## src/rtl/ddd_pkg.sv

```systemverilog
// Shared constants and types for the doubled delimiter deframer.
package ddd_pkg;

  localparam int CAPACITY_DEF = 64;

  localparam logic [7:0] HEADER_RST = 8'hAA;
  localparam logic [7:0] TAIL_RST   = 8'h55;

  typedef enum logic [0:0] {
    REG_HEADER = 1'b0,
    REG_TAIL   = 1'b1
  } ddd_reg_t;

endpackage

```

## src/rtl/ddd_store.sv

```systemverilog
// Payload store: one write port, one registered read port, copy of entry zero.
module ddd_store #(
  parameter int DEPTH = ddd_pkg::CAPACITY_DEF
) (
  input  logic                     clk,
  input  logic                     wr_en,
  input  logic [$clog2(DEPTH)-1:0] wr_addr,
  input  logic [7:0]               wr_data,
  input  logic                     rd_en,
  input  logic [$clog2(DEPTH)-1:0] rd_addr,
  output logic [7:0]               rd_data,
  output logic [7:0]               first_byte
);

  localparam int IDX_W = $clog2(DEPTH);

  logic [7:0] mem [DEPTH];
  logic [7:0] rd_data_r;
  logic [7:0] first_byte_r;

  always_ff @(posedge clk) begin
    if (wr_en) begin
      mem[wr_addr] <= wr_data;
    end
    if (wr_en && wr_addr == IDX_W'(0)) begin
      first_byte_r <= wr_data;
    end
    if (rd_en) begin
      rd_data_r <= mem[rd_addr];
    end
  end

  assign rd_data    = rd_data_r;
  assign first_byte = first_byte_r;

endmodule

```

## src/rtl/doubled_delimiter_deframer.sv

```systemverilog
// Doubled delimiter deframer top level: frame tracking, payload burst, register port.
// Output: accepting the closing tail loads the burst counter; payload items then leave
//   through the registered store read port and the output register. Input: one byte
//   per cycle while receiving; the payload is read through the single store read port;
//   input stalled during the burst and while an output item is held by out_stall.
// Reset: synchronous, active low; clears count, flags, previous byte and registers
//   to 0xAA/0x55. The payload store is not cleared, no clearing pass.
module doubled_delimiter_deframer #(
  parameter int CAPACITY = ddd_pkg::CAPACITY_DEF
) (
  input  logic        clk,
  input  logic        rst_n,
  input  logic        in_valid,
  output logic        in_stall,
  input  logic [7:0]  in_rx_byte,
  output logic        out_valid,
  input  logic        out_stall,
  output logic [7:0]  out_payload_byte,
  output logic        out_last_byte,
  output logic        out_overflow,
  input  logic        psel,
  input  logic        penable,
  input  logic        pwrite,
  input  logic [2:0]  paddr,
  input  logic [31:0] pwdata,
  output logic [31:0] prdata,
  output logic        pready
);

  localparam int CNT_W = $clog2(CAPACITY + 1);
  localparam int IDX_W = $clog2(CAPACITY);
  localparam logic [CNT_W-1:0] CAP_C = CNT_W'(CAPACITY);

  logic [7:0]       header_r, tail_r;
  logic [CNT_W-1:0] cnt_r, cnt_nxt;
  logic             pend_r, pend_nxt;
  logic             ovf_r, ovf_nxt;
  logic [7:0]       prev_byte_r;
  logic             prev_valid_r;
  logic [CNT_W-1:0] emit_rem_r, emit_rem_nxt;
  logic [IDX_W-1:0] rd_idx_r, rd_idx_nxt;
  logic             emit_ovf_r, emit_ovf_nxt;
  logic             out_valid_r, out_last_r, out_ovf_r;

  logic             acc, adv, cfg_wr;
  ddd_pkg::ddd_reg_t cfg_reg;
  logic             prev_same, is_tail, is_hdr;
  logic [CNT_W-1:0] cnt_f, cnt_d;
  logic             ovf_f;
  logic             wr_en;
  logic [IDX_W-1:0] wr_addr;
  logic [7:0]       wr_data;
  logic [7:0]       rd_data, first_byte;

  assign acc     = in_valid && !in_stall;
  assign in_stall = (emit_rem_r != '0) || (out_valid_r && out_stall);
  assign adv     = (emit_rem_r != '0) && (!out_valid_r || !out_stall);
  assign cfg_wr  = psel && penable && pwrite;
  assign cfg_reg = ddd_pkg::ddd_reg_t'(paddr[2]);
  assign pready  = 1'b1;

  always_comb begin
    case (cfg_reg)
      ddd_pkg::REG_HEADER: prdata = {24'b0, header_r};
      ddd_pkg::REG_TAIL:   prdata = {24'b0, tail_r};
      default:             prdata = '0;
    endcase
  end

  assign prev_same = prev_valid_r && (prev_byte_r == in_rx_byte);
  assign is_tail   = (in_rx_byte == tail_r);
  assign is_hdr    = (in_rx_byte == header_r);

  always_comb begin
    cnt_f = cnt_r;
    ovf_f = ovf_r;
    // a held tail is already in the store at cnt_r, unless the store was full
    if (pend_r) begin
      if (cnt_r < CAP_C) begin
        cnt_f = cnt_r + CNT_W'(1);
      end else begin
        ovf_f = 1'b1;
      end
    end
    if (pend_r) begin
      cnt_d = cnt_r;
    end else if (cnt_r != '0) begin
      cnt_d = cnt_r - CNT_W'(1);
    end else begin
      cnt_d = '0;
    end

    cnt_nxt      = cnt_r;
    pend_nxt     = pend_r;
    ovf_nxt      = ovf_r;
    emit_rem_nxt = adv ? emit_rem_r - CNT_W'(1) : emit_rem_r;
    rd_idx_nxt   = adv ? rd_idx_r + IDX_W'(1) : rd_idx_r;
    emit_ovf_nxt = emit_ovf_r;
    wr_en        = 1'b0;
    wr_addr      = cnt_f[IDX_W-1:0];
    wr_data      = in_rx_byte;

    if (acc) begin
      if (is_tail && prev_same) begin
        rd_idx_nxt   = '0;
        emit_ovf_nxt = ovf_r;
        if (ovf_r) begin
          emit_rem_nxt = CNT_W'(1);
        end else if (cnt_d != '0 && first_byte != header_r) begin
          emit_rem_nxt = cnt_d;
        end else begin
          emit_rem_nxt = '0;
        end
        cnt_nxt  = '0;
        pend_nxt = 1'b0;
        ovf_nxt  = 1'b0;
      end else if (is_tail) begin
        cnt_nxt  = cnt_f;
        ovf_nxt  = ovf_f;
        pend_nxt = 1'b1;
        wr_en    = (cnt_f < CAP_C);
        wr_data  = tail_r;
      end else if (is_hdr && prev_same) begin
        cnt_nxt  = '0;
        pend_nxt = 1'b0;
        ovf_nxt  = 1'b0;
      end else begin
        pend_nxt = 1'b0;
        if (cnt_f < CAP_C) begin
          wr_en   = 1'b1;
          cnt_nxt = cnt_f + CNT_W'(1);
          ovf_nxt = ovf_f;
        end else begin
          cnt_nxt = cnt_f;
          ovf_nxt = 1'b1;
        end
      end
    end else if (cfg_wr && cfg_reg == ddd_pkg::REG_TAIL && pend_r && cnt_r < CAP_C) begin
      // held tail follows a new tail value
      wr_en   = 1'b1;
      wr_addr = cnt_r[IDX_W-1:0];
      wr_data = pwdata[7:0];
    end
  end

  always_ff @(posedge clk) begin
    if (!rst_n) begin
      header_r     <= ddd_pkg::HEADER_RST;
      tail_r       <= ddd_pkg::TAIL_RST;
      cnt_r        <= '0;
      pend_r       <= 1'b0;
      ovf_r        <= 1'b0;
      prev_byte_r  <= '0;
      prev_valid_r <= 1'b0;
      emit_rem_r   <= '0;
      rd_idx_r     <= '0;
      emit_ovf_r   <= 1'b0;
      out_valid_r  <= 1'b0;
    end else begin
      if (cfg_wr) begin
        case (cfg_reg)
          ddd_pkg::REG_HEADER: header_r <= pwdata[7:0];
          ddd_pkg::REG_TAIL:   tail_r   <= pwdata[7:0];
          default: ;
        endcase
      end
      cnt_r      <= cnt_nxt;
      pend_r     <= pend_nxt;
      ovf_r      <= ovf_nxt;
      emit_rem_r <= emit_rem_nxt;
      rd_idx_r   <= rd_idx_nxt;
      emit_ovf_r <= emit_ovf_nxt;
      if (acc) begin
        prev_byte_r  <= in_rx_byte;
        prev_valid_r <= 1'b1;
      end
      if (adv) begin
        out_valid_r <= 1'b1;
      end else if (!out_stall) begin
        out_valid_r <= 1'b0;
      end
    end
  end

  always_ff @(posedge clk) begin
    if (adv) begin
      out_last_r <= (emit_rem_r == CNT_W'(1));
      out_ovf_r  <= emit_ovf_r;
    end
  end

  ddd_store #(
    .DEPTH (CAPACITY)
  ) u_store (
    .clk        (clk),
    .wr_en      (wr_en),
    .wr_addr    (wr_addr),
    .wr_data    (wr_data),
    .rd_en      (adv && !emit_ovf_r),
    .rd_addr    (rd_idx_r),
    .rd_data    (rd_data),
    .first_byte (first_byte)
  );

  assign out_valid        = out_valid_r;
  assign out_last_byte    = out_last_r;
  assign out_overflow     = out_ovf_r;
  assign out_payload_byte = out_ovf_r ? 8'h00 : rd_data;

`ifndef SYNTHESIS
  a_stall_in_burst: assert property (@(posedge clk) disable iff (!rst_n)
    emit_rem_r != '0 |-> in_stall)
    else $error("item accepted during payload burst");

  a_count_bound: assert property (@(posedge clk) disable iff (!rst_n)
    cnt_r <= CAP_C)
    else $error("stored count above capacity");

  a_ovf_last: assert property (@(posedge clk) disable iff (!rst_n)
    out_valid && out_overflow |-> out_last_byte)
    else $error("overflow result not marked last");

  a_ovf_single: assert property (@(posedge clk) disable iff (!rst_n)
    emit_ovf_r && emit_rem_r != '0 |-> emit_rem_r == CNT_W'(1))
    else $error("overflow burst longer than one item");
`endif

endmodule
```

## config.mk

```make
export PLATFORM = sky130hd
export DESIGN_NAME = doubled_delimiter_deframer
export DESIGN_NICKNAME = d
export VERILOG_FILES = /design/src/rtl/ddd_pkg.sv /design/src/rtl/ddd_store.sv /design/src/rtl/doubled_delimiter_deframer.sv
export SDC_FILE = /design/constraint.sdc
export NUM_CORES = 1
export LEC_CHECK = 0
export BUFFER_PORTS_ARGS = -buffer_cell sky130_fd_sc_hd__clkbuf_2
export CAP_MARGIN = 20
export CORE_MARGIN = 5
export CORE_UTILIZATION = 50
export CTS_BUF_LIST = sky130_fd_sc_hd__clkbuf_8
export CTS_CLUSTER_DIAMETER = 30
export DETAILED_ROUTE_END_ITERATION = 10
export PLACE_DENSITY_LB_ADDON = 0.05
export SLEW_MARGIN = 20
export SYNTH_ARGS = -nofsm -noshare
export SYNTH_HDL_FRONTEND = slang
export SYNTH_SLANG_ARGS = --single-unit
```

## constraint.sdc

```tcl
create_clock -name clk -period 4.3 [get_ports clk]
set_input_delay 1.29 -clock clk [delete_from_list [all_inputs] [get_ports clk]]
set_output_delay 1.29 -clock clk [all_outputs]
set_load 0.01 [all_outputs]
```

==> results.md <==
- Layout area overhead: 17.61%
- Final core occ: 59.37%
- Post-CTS Setup Bufs: 0
- GR met3 Demand/Resource: 4.013%
- Most used DFF post-synth: edfxtp_1
- Mapped Area: 0.02410 mm²
- Worst slew margin: 29.09%
- Grt met2 use: 34.62%
- Post-Synth Adder-Cell Area: 0.3634%
- GR Util All Layers: 21.68%
- Simple-gate area share of the yosys netlist: 6.438%
- Initial antenna violation count: 2
- DIE AREA: 0.05269 mm²
- Hpwl dp: 34.75 mm
- Vias in the first global route: 13544
- Final GP Congestion: 0.8184
- WP data required: 4710 ps
- Main combinational cell family by area after synthesis: multiplexers
- I/O pin count: 95
- Detailed-router iteration count before antenna repair: 5
- CTS Sinks: 579
- WL final: 56.49 mm
- Period minus WS final: 3640 ps
- ANT cells: 0
- Xor/xnor cell area share of the yosys netlist: 1.921%
- Mean area per synthesized cell: 17.70 µm²
- Post-synthesis compound-gate area fraction: 2.918%
- Post-synthesis cell count: 1362
- Crit start category: primary input
- Crit Path Class: primary input to flop
- Max_cap viols: 0
- Cts hold-fix bufs: 0
- Worst Skew: 29.93 ps
- Largest net degree at the start of global routing: 66
- Core box area: 0.04775 mm²
- Final period utilization: 84.66%
- Share of cells above drive strength 1: 33.27%
- DP Worst Slack: -53.06 ps
- H-tree depth: 3
- Starting Density: 50.48%
- Peak supply drop: 0.4821 mV
- Setup violators final: 0
- Clock buffer depth: 3
- PortBufs: 43
- Sw frac: 27.18%
- Fmax: 274.7 MHz
- Leak: 0.009158 µW
- DRT antenna net count: 0
- Synth Warn #: 0
- Vias/cell: 5.805
- Synth top area share: 66.04%
- Clock Latency Late Sink: 700 ps
- Ys async rst share: 0%
- Internal power: 11500 µW
- Synth area leaders: edfxtp_1, mux4_2, dfxtp_1, nand2_1, xnor2_1
- Final slew viol count: 0
- Vias: 13114
- Yosys reg bits: 579
- Vert. Die Dim: 229.5 µm
- RSZ-0062 raised after global routing: no
- Share of power burned in registers: 41.8%
- Crit end category: flop
- Worst-path fanout max: 8
- Clk network pwr share: 38.9%
- Die width: 229.5 µm
- Clock-pin slew on the worst setup and hold paths: 50 ps
- Slew at the pin closest to its max-slew limit: 1064 ps
- Power Density: 557.0 mW/mm²
- Layer with the highest usage: met2
- Total CTS buffers: 118
- Initial drt markers: 1087
- Rows: 80
- Final hold vios: 0
- Unique masters post-synth: 59
- Post-cts resize count: 0
- Arrival time worst endpoint: 4050 ps
- CTS tree: done
- Met1 Use GR: 30.82%
- Nets: 1596
- Min-delay worst type: flop to flop
- Final worst-path setup slack: 659.7 ps
- Drt drc: 0
- Post-synthesis mux area share: 15.75%
- First-pass GRT wire length: 85.35 mm
- Largest area contributor in the netlist: edfxtp_1
- Status: finished clean
- DR WL/cell: 25.01 µm
- Number of synthesized flops with an enable pin: 530
- GRT overflow: 0
- Seq/Total Area, Yosys: 70.11%
- Logic gate share of total power: 19.2%
- CTS root buf: clkbuf_8
- Switching pwr: 4290 µW
## metrics by stage
stage	hold WS (ps)	TNS, ps	cell area (µm²)	std cells	total power [µW]
final	469.5	0	28340	2259	15790
after global placement	456.1	0	25710	2034	9777
after floorplan	430.1	0	24190	1385	8715
after global routing	486.3	0	28340	2259	16500
after CTS	470.4	0	28340	2259	16010
after detailed placement	464.3	-211.9	25710	2034	9808
## critical path, stage by stage
cell	delay [ps]
clkbuf_2	120
a211oi_4	280
a41o_1	360
and3_1	430
mux2i_1	230
a32oi_1	110
buf_4	190
nor3_1	750
buf_4	280
## Yosys cell counts (all sizes together) (12+ instances only)
library cell	n
nor4	17
edfxtp	530
buf	61
mux4	160
nand2	104
nand3	24
dfxtp	49
clkbuf	50
nor2	55
a21oi	36
nor2b	13
nand4	24
a31oi	14
xnor2	45
o21ai	12
nor3	42
## flip-flops by register name (all words and copies together), names as in the netlist, 6 cells and up
signal,cells
header_r,8
cnt_r,7
u_store.mem,512
u_store.first_byte,8
prev_byte_r,8
u_store.rd_data,8
tail_r,8
emit_rem_r,7
rd_idx_r,6
## layout make-up
type	count	area, µm²
multi-input cells	682	6818
inverters	13	48.80
clock buffers	121	1665
flip-flops and latches	579	16910
fillers	3551	19400
repair buffers	145	1169
clock inverters	104	968.4
well taps	615	769.5
## path summary, 6_finish.rpt
kind	start	to	slack [ps]	cells past startpoint
worst max-delay path	out_stall	u_store.mem[57][5]$_DFFE_PP_	660	9
worst min-delay path	prev_byte_r[2]$_SDFFE_PN0P_	prev_byte_r[2]$_SDFFE_PN0P_	470	2
worst max register to register	emit_rem_r[0]$_SDFF_PN0_	u_store.mem[57][5]$_DFFE_PP_	870	9
worst min register to register	prev_byte_r[2]$_SDFFE_PN0P_	prev_byte_r[2]$_SDFFE_PN0P_	470	2
## kinds of logic after synthesis
family,Yosys count
AOI/OAI and AO/OA,108
xor gates and xnor gates,52
adders and majority gates,7
buffers and inverters,124
DFF,579
muxes,178
other,2
and+or+nand+nor,312
## power by group through the flow
| stage | sequential [µW] | clock (µW) | combinational, µW |
|---|---|---|---|
| 5_1_grt | 6630 | 6610 | 3250 |
| 2_1_floorplan | 6530 | 0 | 2190 |
| 4_1_cts | 6610 | 6300 | 3090 |
| 3_3_place_gp | 6710 | 0 | 3060 |
| 3_5_place_dp | 6720 | 0 | 3090 |
| 6_report | 6600 | 6150 | 3040 |
## layer usage
metal / wire (µm) / share of wire, % / vias up
met4: 1095 / 1.9 / 0
met1: 24460 / 43 / 6777
met2: 27700 / 49 / 431
met3: 3238 / 5.7 / 71
met5: 0 / 0 / -
li1: - / - / 5835
## cell usage in the layout (no fill, tap or decap), types with 7 or more instances in the layout
master	count
conb_1	25
nor2b_1	13
xor2_1	7
nand3_1	24
bufinv_16	17
xnor2_1	44
nor2_1	54
clkinv_1	23
clkbuf_8	121
clkinv_2	23
o21ai_0	8
inv_1	30
nor3_1	35
nand2_1	96
edfxtp_1	530
ha_1	7
nand2_2	8
a21oi_1	36
clkbuf_2	43
mux2_2	9
nand4_1	24
mux2i_1	9
buf_4	87
buf_12	15
clkinvlp_4	14
o22ai_1	9
nor4_2	10
nor4_1	7
dfxtp_1	45
a31oi_1	10
mux4_2	160
No activity file was read; power rests on OpenSTA's default activity.
